[src/hw/rtl/id3p_pkg.sv]
package id3p_pkg;

  localparam int QDEPTH = 4;
  localparam int QPTR_W = $clog2(QDEPTH);
  localparam int QCNT_W = $clog2(QDEPTH + 1);

  typedef enum logic [6:0] {
    PH_MAGIC   = 7'b0000001,
    PH_HDR     = 7'b0000010,
    PH_EXT     = 7'b0000100,
    PH_FHDR    = 7'b0001000,
    PH_PAYLOAD = 7'b0010000,
    PH_TAIL    = 7'b0100000,
    PH_SINK    = 7'b1000000
  } phase_t;

  typedef enum logic [1:0] {
    KIND_TAG     = 2'd0,
    KIND_FRAME   = 2'd1,
    KIND_PAYLOAD = 2'd2,
    KIND_END     = 2'd3
  } kind_t;

  typedef enum logic [2:0] {
    ST_OK       = 3'd0,
    ST_MAGIC    = 3'd1,
    ST_SHORT    = 3'd2,
    ST_MISMATCH = 3'd3,
    ST_OVERRUN  = 3'd4
  } status_t;

  typedef struct packed {
    kind_t       kind;
    logic [15:0] version;
    logic [15:0] flag_bits;
    logic [31:0] frame_id;
    logic [31:0] byte_size;
    logic [7:0]  payload;
    status_t     status;
    logic        run_end;
  } res_t;

  typedef struct packed {
    logic [1:0] vld;
    res_t       r0;
    res_t       r1;
  } push_t;

  function automatic logic [7:0] magic_byte(input logic [1:0] idx);
    logic [7:0] m;
    unique case (idx)
      2'd0:    m = 8'h49;
      2'd1:    m = 8'h44;
      default: m = 8'h33;
    endcase
    return m;
  endfunction

endpackage

[src/hw/rtl/id3v2_tag_stream_parser.sv]
// A byte sits in the input holding register; its results are then queued for the port.
// Throughput: one byte per cycle while the queue has room for two; the final byte of a
// run that also yields a frame, tag or payload result puts two results into the
// 4-entry result queue, which drains one per cycle while out_tready is high.
// Reset: synchronous, active-low rst_n clears the parse state, input holding
// register and result queue; the parser also returns to reset after each final byte.
module id3v2_tag_stream_parser (
  input  logic         clk,
  input  logic         rst_n,
  input  logic         in_tvalid,
  output logic         in_tready,
  input  logic [7:0]   in_tdata,   // [7:0] tag_byte
  input  logic         in_tlast,
  output logic         out_tvalid,
  input  logic         out_tready,
  output logic [111:0] out_tdata,  // [15:0] version, [31:16] flag_bits,
                                   // [63:32] frame_id, [95:64] byte_size,
                                   // [103:96] payload, [106:104] status
  output logic [1:0]   out_tuser,  // [1:0] kind
  output logic         out_tlast
);
  import id3p_pkg::*;

  logic              hold_v_r;
  logic [7:0]        hold_byte_r;
  logic              hold_last_r;
  logic              go;
  logic              room;
  logic [QCNT_W-1:0] q_cnt;
  push_t             push;
  res_t              head;

  assign room      = (q_cnt <= QCNT_W'(QDEPTH - 2));
  assign go        = hold_v_r && room;
  assign in_tready = !hold_v_r || go;

  always_ff @(posedge clk) begin
    if (!rst_n) begin
      hold_v_r <= 1'b0;
    end else if (in_tvalid && in_tready) begin
      hold_v_r <= 1'b1;
    end else if (go) begin
      hold_v_r <= 1'b0;
    end
  end

  always_ff @(posedge clk) begin
    if (in_tvalid && in_tready) begin
      hold_byte_r <= in_tdata;
      hold_last_r <= in_tlast;
    end
  end

  id3p_core u_core (
    .clk        (clk),
    .rst_n      (rst_n),
    .go         (go),
    .tag_byte   (hold_byte_r),
    .final_byte (hold_last_r),
    .push       (push)
  );

  id3p_rq u_rq (
    .clk        (clk),
    .rst_n      (rst_n),
    .push       (push),
    .pop        (out_tready),
    .head_valid (out_tvalid),
    .head       (head),
    .count      (q_cnt)
  );

  assign out_tdata = {5'b00000, head.status, head.payload, head.byte_size,
                      head.frame_id, head.flag_bits, head.version};
  assign out_tuser = head.kind;
  assign out_tlast = head.run_end;

`ifndef ASSERT_OFF
  a_q_bound: assert property (@(posedge clk) disable iff (!rst_n)
    q_cnt <= QCNT_W'(QDEPTH))
    else $error("result queue count beyond depth");

  a_last_is_end: assert property (@(posedge clk) disable iff (!rst_n)
    out_tvalid |-> (out_tlast == (out_tuser == KIND_END)))
    else $error("tlast does not match end status kind");

  a_hold_keeps: assert property (@(posedge clk) disable iff (!rst_n)
    (hold_v_r && !go) |=> (hold_v_r && $stable(hold_byte_r)))
    else $error("held byte lost before processing");

  a_pair_ends: assert property (@(posedge clk) disable iff (!rst_n)
    push.vld[1] |-> (push.vld[0] && push.r1.run_end && !push.r0.run_end))
    else $error("second result of a byte is not the end status");
`endif

endmodule

[src/hw/rtl/id3p_core.sv]
module id3p_core (
  input  logic             clk,
  input  logic             rst_n,
  input  logic             go,
  input  logic [7:0]       tag_byte,
  input  logic             final_byte,
  output id3p_pkg::push_t  push
);
  import id3p_pkg::*;

  phase_t      phase_r, phase_nxt;
  logic [31:0] byte_index_r, byte_index_nxt;
  logic [3:0]  fs_r, fs_nxt;
  logic [15:0] version_r, version_nxt;
  logic [15:0] flags_r, flags_nxt;
  logic [31:0] frame_id_r, frame_id_nxt;
  logic [27:0] declared_r, declared_nxt;
  logic [31:0] area_r, area_nxt;
  logic [31:0] frame_left_r, frame_left_nxt;
  status_t     err_r, err_nxt;

  logic [31:0] ext_fl;
  logic [31:0] need_fl;
  logic [31:0] need_base;
  logic [33:0] diff;
  logic [31:0] fl_dec;
  logic [1:0]  magic_idx;
  logic        nf;
  logic        data_v;
  res_t        data_res;
  res_t        stat_res;
  status_t     st;

  assign ext_fl    = {frame_left_r[23:0], tag_byte};
  assign need_fl   = (phase_r == PH_EXT) ? ext_fl : frame_left_r;
  assign need_base = (phase_r == PH_EXT) ? {4'h0, declared_r} : area_r;
  assign diff      = {2'b00, need_base} - {2'b00, need_fl} - 34'd10;
  assign fl_dec    = frame_left_r - {31'h0, (frame_left_r != 32'h0)};
  assign magic_idx = (byte_index_r < 32'd3) ? byte_index_r[1:0] : 2'd2;

  always_comb begin
    phase_nxt      = phase_r;
    byte_index_nxt = byte_index_r;
    fs_nxt         = fs_r;
    version_nxt    = version_r;
    flags_nxt      = flags_r;
    frame_id_nxt   = frame_id_r;
    declared_nxt   = declared_r;
    area_nxt       = area_r;
    frame_left_nxt = frame_left_r;
    err_nxt        = err_r;
    nf             = 1'b0;
    data_v         = 1'b0;
    data_res       = '0;
    stat_res       = '0;
    st             = ST_OK;

    unique case (phase_r)
      PH_MAGIC: begin
        if (tag_byte != magic_byte(magic_idx)) begin
          err_nxt   = ST_MAGIC;
          phase_nxt = PH_SINK;
        end else if (magic_idx == 2'd2) begin
          phase_nxt = PH_HDR;
        end
      end
      PH_HDR: begin
        if (byte_index_r <= 32'd4) begin
          version_nxt = {version_r[7:0], tag_byte};
        end else if (byte_index_r == 32'd5) begin
          flags_nxt = {8'h00, tag_byte};
        end else begin
          declared_nxt = {declared_r[20:0], tag_byte[6:0]};
          if (byte_index_r >= 32'd9) begin
            data_v             = 1'b1;
            data_res.kind      = KIND_TAG;
            data_res.version   = version_r;
            data_res.flag_bits = flags_r;
            data_res.byte_size = {4'h0, declared_nxt};
            if (flags_r[6]) begin
              phase_nxt      = PH_EXT;
              fs_nxt         = 4'd0;
              frame_left_nxt = 32'h0;
            end else begin
              area_nxt = {4'h0, declared_nxt};
              nf       = 1'b1;
            end
          end
        end
      end
      PH_EXT: begin
        if (fs_r >= 4'd6) begin
          frame_left_nxt = ext_fl;
        end
        if (fs_r >= 4'd9) begin
          if (diff[33]) begin
            err_nxt   = ST_OVERRUN;
            phase_nxt = PH_SINK;
          end else begin
            area_nxt = diff[31:0];
            nf       = 1'b1;
          end
        end else begin
          fs_nxt = fs_r + 4'd1;
        end
      end
      PH_FHDR: begin
        if (fs_r == 4'd0) begin
          frame_id_nxt   = {24'h0, tag_byte};
          frame_left_nxt = 32'h0;
          flags_nxt      = 16'h0;
        end else if (fs_r < 4'd4) begin
          frame_id_nxt = {frame_id_r[23:0], tag_byte};
        end else if (fs_r < 4'd8) begin
          frame_left_nxt = ext_fl;
        end else begin
          flags_nxt = {flags_r[7:0], tag_byte};
        end
        if (fs_r >= 4'd9) begin
          if (diff[33]) begin
            err_nxt   = ST_OVERRUN;
            phase_nxt = PH_SINK;
          end else begin
            area_nxt           = diff[31:0];
            data_v             = 1'b1;
            data_res.kind      = KIND_FRAME;
            data_res.flag_bits = flags_nxt;
            data_res.frame_id  = frame_id_r;
            data_res.byte_size = frame_left_r;
            if (frame_left_r == 32'h0) begin
              nf = 1'b1;
            end else begin
              phase_nxt = PH_PAYLOAD;
            end
          end
        end else begin
          fs_nxt = fs_r + 4'd1;
        end
      end
      PH_PAYLOAD: begin
        data_v           = 1'b1;
        data_res.kind    = KIND_PAYLOAD;
        data_res.payload = tag_byte;
        frame_left_nxt   = fl_dec;
        if (fl_dec == 32'h0) begin
          nf = 1'b1;
        end
      end
      PH_TAIL, PH_SINK: begin
      end
      default: begin
      end
    endcase

    if (nf) begin
      if (area_nxt == 32'h0) begin
        phase_nxt = PH_TAIL;
      end else begin
        phase_nxt = PH_FHDR;
        fs_nxt    = 4'd0;
      end
    end

    if (final_byte) begin
      if (byte_index_r <= 32'd9) begin
        st = ST_SHORT;
      end else if (err_nxt == ST_MAGIC) begin
        st = ST_MAGIC;
      end else if (byte_index_r != ({4'h0, declared_r} + 32'd9)) begin
        st = ST_MISMATCH;
      end else if ((err_nxt != ST_OK) || (phase_nxt != PH_TAIL)) begin
        st = ST_OVERRUN;
      end else begin
        st = ST_OK;
      end
      stat_res.kind    = KIND_END;
      stat_res.status  = st;
      stat_res.run_end = 1'b1;
      phase_nxt      = PH_MAGIC;
      byte_index_nxt = 32'h0;
      fs_nxt         = 4'd0;
      version_nxt    = 16'h0;
      flags_nxt      = 16'h0;
      frame_id_nxt   = 32'h0;
      declared_nxt   = 28'h0;
      area_nxt       = 32'h0;
      frame_left_nxt = 32'h0;
      err_nxt        = ST_OK;
    end else if (byte_index_r != 32'hFFFF_FFFF) begin
      byte_index_nxt = byte_index_r + 32'd1;
    end

    push = '0;
    if (go) begin
      if (data_v && final_byte) begin
        push.vld = 2'b11;
        push.r0  = data_res;
        push.r1  = stat_res;
      end else if (data_v) begin
        push.vld = 2'b01;
        push.r0  = data_res;
      end else if (final_byte) begin
        push.vld = 2'b01;
        push.r0  = stat_res;
      end
    end
  end

  always_ff @(posedge clk) begin
    if (!rst_n) begin
      phase_r      <= PH_MAGIC;
      byte_index_r <= 32'h0;
      fs_r         <= 4'd0;
      version_r    <= 16'h0;
      flags_r      <= 16'h0;
      frame_id_r   <= 32'h0;
      declared_r   <= 28'h0;
      area_r       <= 32'h0;
      frame_left_r <= 32'h0;
      err_r        <= ST_OK;
    end else if (go) begin
      phase_r      <= phase_nxt;
      byte_index_r <= byte_index_nxt;
      fs_r         <= fs_nxt;
      version_r    <= version_nxt;
      flags_r      <= flags_nxt;
      frame_id_r   <= frame_id_nxt;
      declared_r   <= declared_nxt;
      area_r       <= area_nxt;
      frame_left_r <= frame_left_nxt;
      err_r        <= err_nxt;
    end
  end

endmodule

[src/hw/rtl/id3p_rq.sv]
module id3p_rq (
  input  logic                          clk,
  input  logic                          rst_n,
  input  id3p_pkg::push_t               push,
  input  logic                          pop,
  output logic                          head_valid,
  output id3p_pkg::res_t                head,
  output logic [id3p_pkg::QCNT_W-1:0]   count
);
  import id3p_pkg::*;

  res_t              mem [QDEPTH];
  logic [QPTR_W-1:0] wr_ptr_r, wr_ptr_nxt;
  logic [QPTR_W-1:0] rd_ptr_r, rd_ptr_nxt;
  logic [QCNT_W-1:0] cnt_r, cnt_nxt;
  logic [QCNT_W-1:0] npush;
  logic              pop_en;

  assign npush      = QCNT_W'(push.vld[0]) + QCNT_W'(push.vld[1]);
  assign pop_en     = pop && (cnt_r != '0);
  assign head_valid = (cnt_r != '0);
  assign head       = mem[rd_ptr_r];
  assign count      = cnt_r;

  always_comb begin
    wr_ptr_nxt = wr_ptr_r + QPTR_W'(npush);
    rd_ptr_nxt = rd_ptr_r + QPTR_W'(pop_en);
    cnt_nxt    = cnt_r + npush - QCNT_W'(pop_en);
  end

  always_ff @(posedge clk) begin
    if (push.vld[0]) begin
      mem[wr_ptr_r] <= push.r0;
    end
    if (push.vld[1]) begin
      mem[wr_ptr_r + QPTR_W'(1)] <= push.r1;
    end
  end

  always_ff @(posedge clk) begin
    if (!rst_n) begin
      wr_ptr_r <= '0;
      rd_ptr_r <= '0;
      cnt_r    <= '0;
    end else begin
      wr_ptr_r <= wr_ptr_nxt;
      rd_ptr_r <= rd_ptr_nxt;
      cnt_r    <= cnt_nxt;
    end
  end

endmodule

[config.mk]
export PLATFORM = sky130hd
export DESIGN_NAME = id3v2_tag_stream_parser
export DESIGN_NICKNAME = d
export VERILOG_FILES = /design/src/hw/rtl/id3p_pkg.sv /design/src/hw/rtl/id3v2_tag_stream_parser.sv /design/src/hw/rtl/id3p_core.sv /design/src/hw/rtl/id3p_rq.sv
export SDC_FILE = /design/constraint.sdc
export NUM_CORES = 2
export LEC_CHECK = 0
export ABC_AREA = 0
export BUFFER_PORTS_ARGS = -buffer_cell sky130_fd_sc_hd__buf_4
export CAP_MARGIN = 20
export CORE_MARGIN = 1.5
export CORE_UTILIZATION = 31
export CTS_BUF_LIST = sky130_fd_sc_hd__clkbuf_2 sky130_fd_sc_hd__clkbuf_4 sky130_fd_sc_hd__clkbuf_8
export DETAILED_ROUTE_END_ITERATION = 10
export PLACE_DENSITY = 0.51
export SYNTH_ARGS = -nofsm -noshare
export SYNTH_HDL_FRONTEND = slang
export SYNTH_SLANG_ARGS = --single-unit
[constraint.sdc]
create_clock -name clk -period 8.97 [get_ports clk]
set_input_delay 2.691 -clock clk [delete_from_list [all_inputs] [get_ports clk]]
set_output_delay 2.691 -clock clk [all_outputs]
set_load 0.02 [all_outputs]
# Word-level counts from Yosys, hierarchy flattened
# Memory sizes are Yosys's and may differ from the RTL's. A register that Yosys moved wholly into a read port is not among the register bits.
# Cells that the tools add are included.
# totals
mem_count,1
register_bits,219
mem_bits_rw,440
out_inout_bits,117
word_cells,212
# mem_list
name,depth,width,rd,rd_ports_with_merged_regs,wr,line,rtl
u_rq.mem,4,110,1,1,2,id3p_rq.sv:12,res_t mem [QDEPTH];
# classes
add_sub_neg,12
n_eq_ne,23
reduce_logical,30
mux,121
magnitude_cmp,9
# op_table
operator,n
$mux W32,28
$mux W112,2
$mux W222,1
$mux W16,10
$mux W80,2
$mux W28,5
$pmux W32 S2,2
$pmux W32 S4,1
$mux W111,1
$mux W110,1
$logic_not A32 Y1,3
$mux W7,13
$mux W34,2
$pmux W16 S2,2
$mux W4,9
$sub A34 B4 Y34 const B,1
$sub A32 B32 Y33,1
$add A32 B1 Y32 const B,1
$eq A32 B3 Y1 const B,1
$ge A32 B4 Y1 const B,1
$le A32 B3 Y1 const B,1
$le A32 B4 Y1 const B,1
$lt A32 B2 Y1 const B,1
$ne A32 B32 Y1,1
56 further kinds,104

# Longest topological paths before layout
# depth
depth_word,24
depth_mapped,28
mapped_depth_nobuf,26

# Modules after synthesis
# A second synthesis with hierarchy kept.
# hier_totals
cells_unflattened,3436
hier_area_um2,39080.0
# modules_own_cells
mod,area_each_um2,seq_area_each_um2,cells_per_inst,n_inst
id3p_rq,21622.0,13352.8,1107,1
id3p_core,17078.9,4043.9,2305,1
id3v2_tag_stream_parser,379.1,290.3,24,1

# Worst setup path before layout
# No wires, ideal clock.
# synth_timing
kind,register -> register
start,register u_core.phase_r[1]
end,"register u_rq.cnt_r[2], in the netlist u_rq.count[2]"
synth_period_minus_slack_ps,6832
slack_ps,2138
required_time_ps,8855
path_buffers,2
arrival_ps,6717
path_stages_with_launch,28
cell_sequence,dfxtp_1 nor4_1 nand2b_1 nor2_1 clkbuf_1 buf_1 mux2i_1 ha_1 inv_1 fa_1 a211oi_2 o21ai_2 a211oi_1 a211oi_2 nor4_1 a311oi_1 or4_4 o311a_1 or2_1 nor2_2 nor2_1 ha_1 inv_1 ha_1 fa_1 xor2_1 xnor2_1 and2_1
# synth_between
elab_chain_len,13
# synth_lines
item,line,rtl
"start, declared",id3p_core.sv:11,"phase_t phase_r, phase_nxt;"
"start signal, assigned",id3p_core.sv:222,phase_r <= phase_nxt;
$eq A7 B3 Y1,"id3p_core.sv:35, id3p_core.sv:36",
"$mux W32, on equally long branches","id3p_core.sv:36, id3p_core.sv:35",
$sub A32 B32 Y33,id3p_core.sv:37,"assign diff = {2'b00, need_base} - {2'b00, need_fl} - 34'd10;"
$sub A34 B4 Y34,id3p_core.sv:37,
$mux W1,id3p_core.sv:120,if (diff[33]) begin
$mux W1,id3p_core.sv:119,if (fs_r >= 4'd9) begin
$pmux W1 S3 (*),id3p_core.sv:58,unique case (phase_r)
$mux W112 or $logic_and A1 B1 Y1 (tied branches),"id3p_core.sv:199, id3p_core.sv:195",
$mux W112 (*),id3p_core.sv:195,if (data_v && final_byte) begin
$mux W222 (*),id3p_core.sv:194,if (go) begin
$add A1 B1 Y2 (*),id3p_rq.sv:19,assign npush = QCNT_W'(push.vld[0]) + QCNT_W'(push.vld[1]);
$add A3 B3 Y3 (*),id3p_rq.sv:28,cnt_nxt = cnt_r + npush - QCNT_W'(pop_en);
$sub A3 B1 Y3 (*),id3p_rq.sv:28,
"end signal, assigned",id3p_rq.sv:48,cnt_r <= cnt_nxt;
"end, declared",id3p_rq.sv:15,"logic [QCNT_W-1:0] cnt_r, cnt_nxt;"
# Mark *: on every way between the ends. The rest lies on a longest branch, timed or not.
# A chain may end at the register's enable or synchronous reset.

==> flow_summary.toml <==
[outcome]
status = "finished, violations left"
violations = "design-rule violations"

[pwr]
power.density_mw_per_mm2 = 177
max-vdd-ir-drop_mv = 0.170
leakagePower_nw = 14.2

[synth]
ys.flop_type = "dfxtp_1"
synthCells = 3615
synth_cell_type_count = 103
synth-seq-cells = 659
avgSynthCellArea_sq_um = 9.13
yosys_warnings = 0
async_flop_share_pct = 0
syn-cell-area_sq_mm = 0.0330
ys_seq_area_share_pct = 41.0
synth_edf_count = 33

[final_layout]
final_cell_mix = "dfxtp_1, nor2_1, a22o_1"
layout_commonest_cell = "dfxtp_1"
fin_nets = 3672
post-route-util_pct = 35.7
drive_gt1_share_pct = 16.5
layout-area-overhead-vs-synth_pct = 14.0

[worst_setup_path]
start_kind = "flip-flop"
crit_top_cell = "nand4_1"
arrival_ps = 7980
cp_cell_sequence = "nor4_1, nand2b_1, nor2_4, buf_12, mux2i_1, ha_1, inv_1, fa_1, a211oi_2, o211ai_2, nand2_1, xor2_1, nand4_1, nor4_4, nand2_2, nor3_4, nor2_1, a221oi_1, nand4_1, nor4_2, a31o_2, a21oi_1"
crit_type = "flip-flop to flip-flop"
max_stage_delay_ps = 620
crit_required_ps = 9480
critical_path.max_fanout = 68
crit_path_end_kind = "flip-flop"
critPathSlowestCell = "nor3_4"

[global_route]
antenna_found_initial = 3
grt_pass1_wl_um = 172000
grt_max_degree = 90
grt_pass1_vias = 26900
overflow = 0
track_usage_pct = 20.6

[floorplan]
die_x_um = 329
ioPinCount = 130
start_util_pct = 31.3
die_h_um = 329
coreArea_sq_mm = 0.105
rows = 119
die-area_sq_mm = 0.108

[sta]
min_period_over_period_pct = 83.3
setup_viol = 0
clock-skew-final_ps = 67.9
finalHoldViolations = 0
relSlewSlack_pct = 28.2
worst_slew_pin_slew_ps = 1070
slew_violations = 0
grt_setup_unrepaired = "no"
timing.fmax_ghz = 0.134
min_period_ps = 7470
finalSetupTns_ps = 0

[placement]
gp_congestion = 0.946
port_buffers = 124
dpl.hpwl_um = 74200

[cts]
htreeDepth = 3
postCtsHoldBufs = 0
clkTransAtPathRegs_ps = 60
clkLatencyLatePin_ps = 810
cts_max_path_buffers = 3
postCtsSetupRepairBufs = 0
cts_tree = "built"
numCtsBuffers = 113
cts_resized = 0
clockRootBuffer = "clkbuf_8"
clkSinkCount = 659

[route]
wirelength_um = 113000
vias = 27800
drc = 14
wl_per_cell_um = 22.2
initialDrtViolationCount = 2508
vias_per_cell = 5.46
antenna_left = 0
dr.pass1.iters = 10

[min_path]
min_path_type = "flip-flop to flip-flop"

[run]
maxCapViolations = 0
==> power breakdown <==
part | leakage (nW) | internal [W] | switching, W
Sequential | 5.38 | 0.00297 | 0.0000855
Combinational | 7.49 | 0.000227 | 0.000348
Clock | 1.34 | 0.00171 | 0.00132
==> critical path, delay by kind of cell (launching register included) <==
kind / cells / cell delay (ps)
fa+ha+maj: 2 / 620
compound gates: 5 / 1390
buf+inv: 2 / 390
mux: 1 / 270
flops: 1 / 350
xor+xnor: 1 / 350
simple gates: 11 / 3700
==> stage by stage <==
stage / total power, W / cell area (sq um) / setup WS (ps) / std cells / hold slack [ps]
4_1_cts: 0.00676 / 37600 / 1710 / 5083 / 456
3_3_place_gp: 0.00371 / 35000 / 1860 / 4878 / 442
2_1_floorplan: 0.00349 / 33000 / 2140 / 3619 / 427
6_report: 0.00666 / 37600 / 1500 / 5088 / 458
5_1_grt: 0.00693 / 37600 / 839 / 5088 / 481
3_5_place_dp: 0.00370 / 35000 / 1750 / 4880 / 447
==> synthesized netlist by cell type (all sizes together) (44+ instances only) <==
master | number | area (sq um)
a22o | 284 | 2490
nor2b | 157 | 982
dfxtp | 626 | 12500
mux4 | 110 | 2480
ha | 49 | 613
nor2 | 505 | 1910
a22oi | 142 | 1070
xor2 | 55 | 482
buf | 109 | 589
o21ai | 134 | 678
and2 | 44 | 275
nand2 | 251 | 971
a21oi | 263 | 1340
nand3 | 55 | 275
xnor2 | 71 | 622
mux2i | 49 | 490
clkbuf | 208 | 782
==> per-layer routing <==
layer	GRT usage, %	vias up	wire length (um)	share of wire (%)
li1	-	13100	-	-
met1	27.8	13600	50900	45
met2	32.9	841	51500	46
met3	3.33	207	6590	5.8
met4	7.68	4	4090	3.6
met5	0	-	27	0.024
==> flip-flops by register name (all words and copies together), names as in the netlist, 3 cells and up <==
register / cells
u_core.fs_r: 4
u_core.area_r: 32
u_core.version_r: 16
u_core.err_r: 3
u_core.frame_left_r: 32
u_core.phase_r: 7
u_rq.mem: 440
hold_byte_r: 8
u_core.byte_index_r: 32
u_core.declared_r: 28
u_core.frame_id_r: 32
u_core.flags_r: 16
u_rq.count: 3
==> kinds of logic (layout without fill, tap and decap cells) <==
kind of cell             count (synthesis)  in the layout  synth area share (%)
buffers and inverters                  352            429                  4.55
flip-flops                             659            659                  41.0
multiplexers                           187            187                  9.95
XOR/XNOR                               126            126                  3.34
AND/OR/NAND/NOR                       1257           1257                  18.4
adder cells (fa/ha/maj)                 51             51                  1.98
AO/OA/AOI/OAI                          982            982                  20.8
other                                    1              6                0.0114
==> worst paths after layout <==
path                                                     start                      endpoint  slack (ps)  cells past startpoint
worst max-delay path            u_core.phase_r[1]$_SDFFE_PN0P_      u_rq.mem[2][3]$_DFFE_PP_        1500                     22
worst min-delay path              u_rq.mem[3][82]$_SDFFE_PP0P_  u_rq.mem[3][82]$_SDFFE_PP0P_         460                      2
worst max register to register  u_core.phase_r[1]$_SDFFE_PN0P_      u_rq.mem[2][3]$_DFFE_PP_        1500                     22
worst min register to register    u_rq.mem[3][82]$_SDFFE_PP0P_  u_rq.mem[3][82]$_SDFFE_PP0P_         460                      2
==> cell type report <==
class | count | area (sq um)
multi-input combinational | 2608 | 18100
sequential | 659 | 13500
inverter | 35 | 131
clock inverter | 21 | 283
tap | 1391 | 1740
antenna | 1 | 2.50
clock buffer | 182 | 2250
timing repair buffer | 191 | 1580
fill | 10800 | 67800
(Power assumes the default switching activity.)
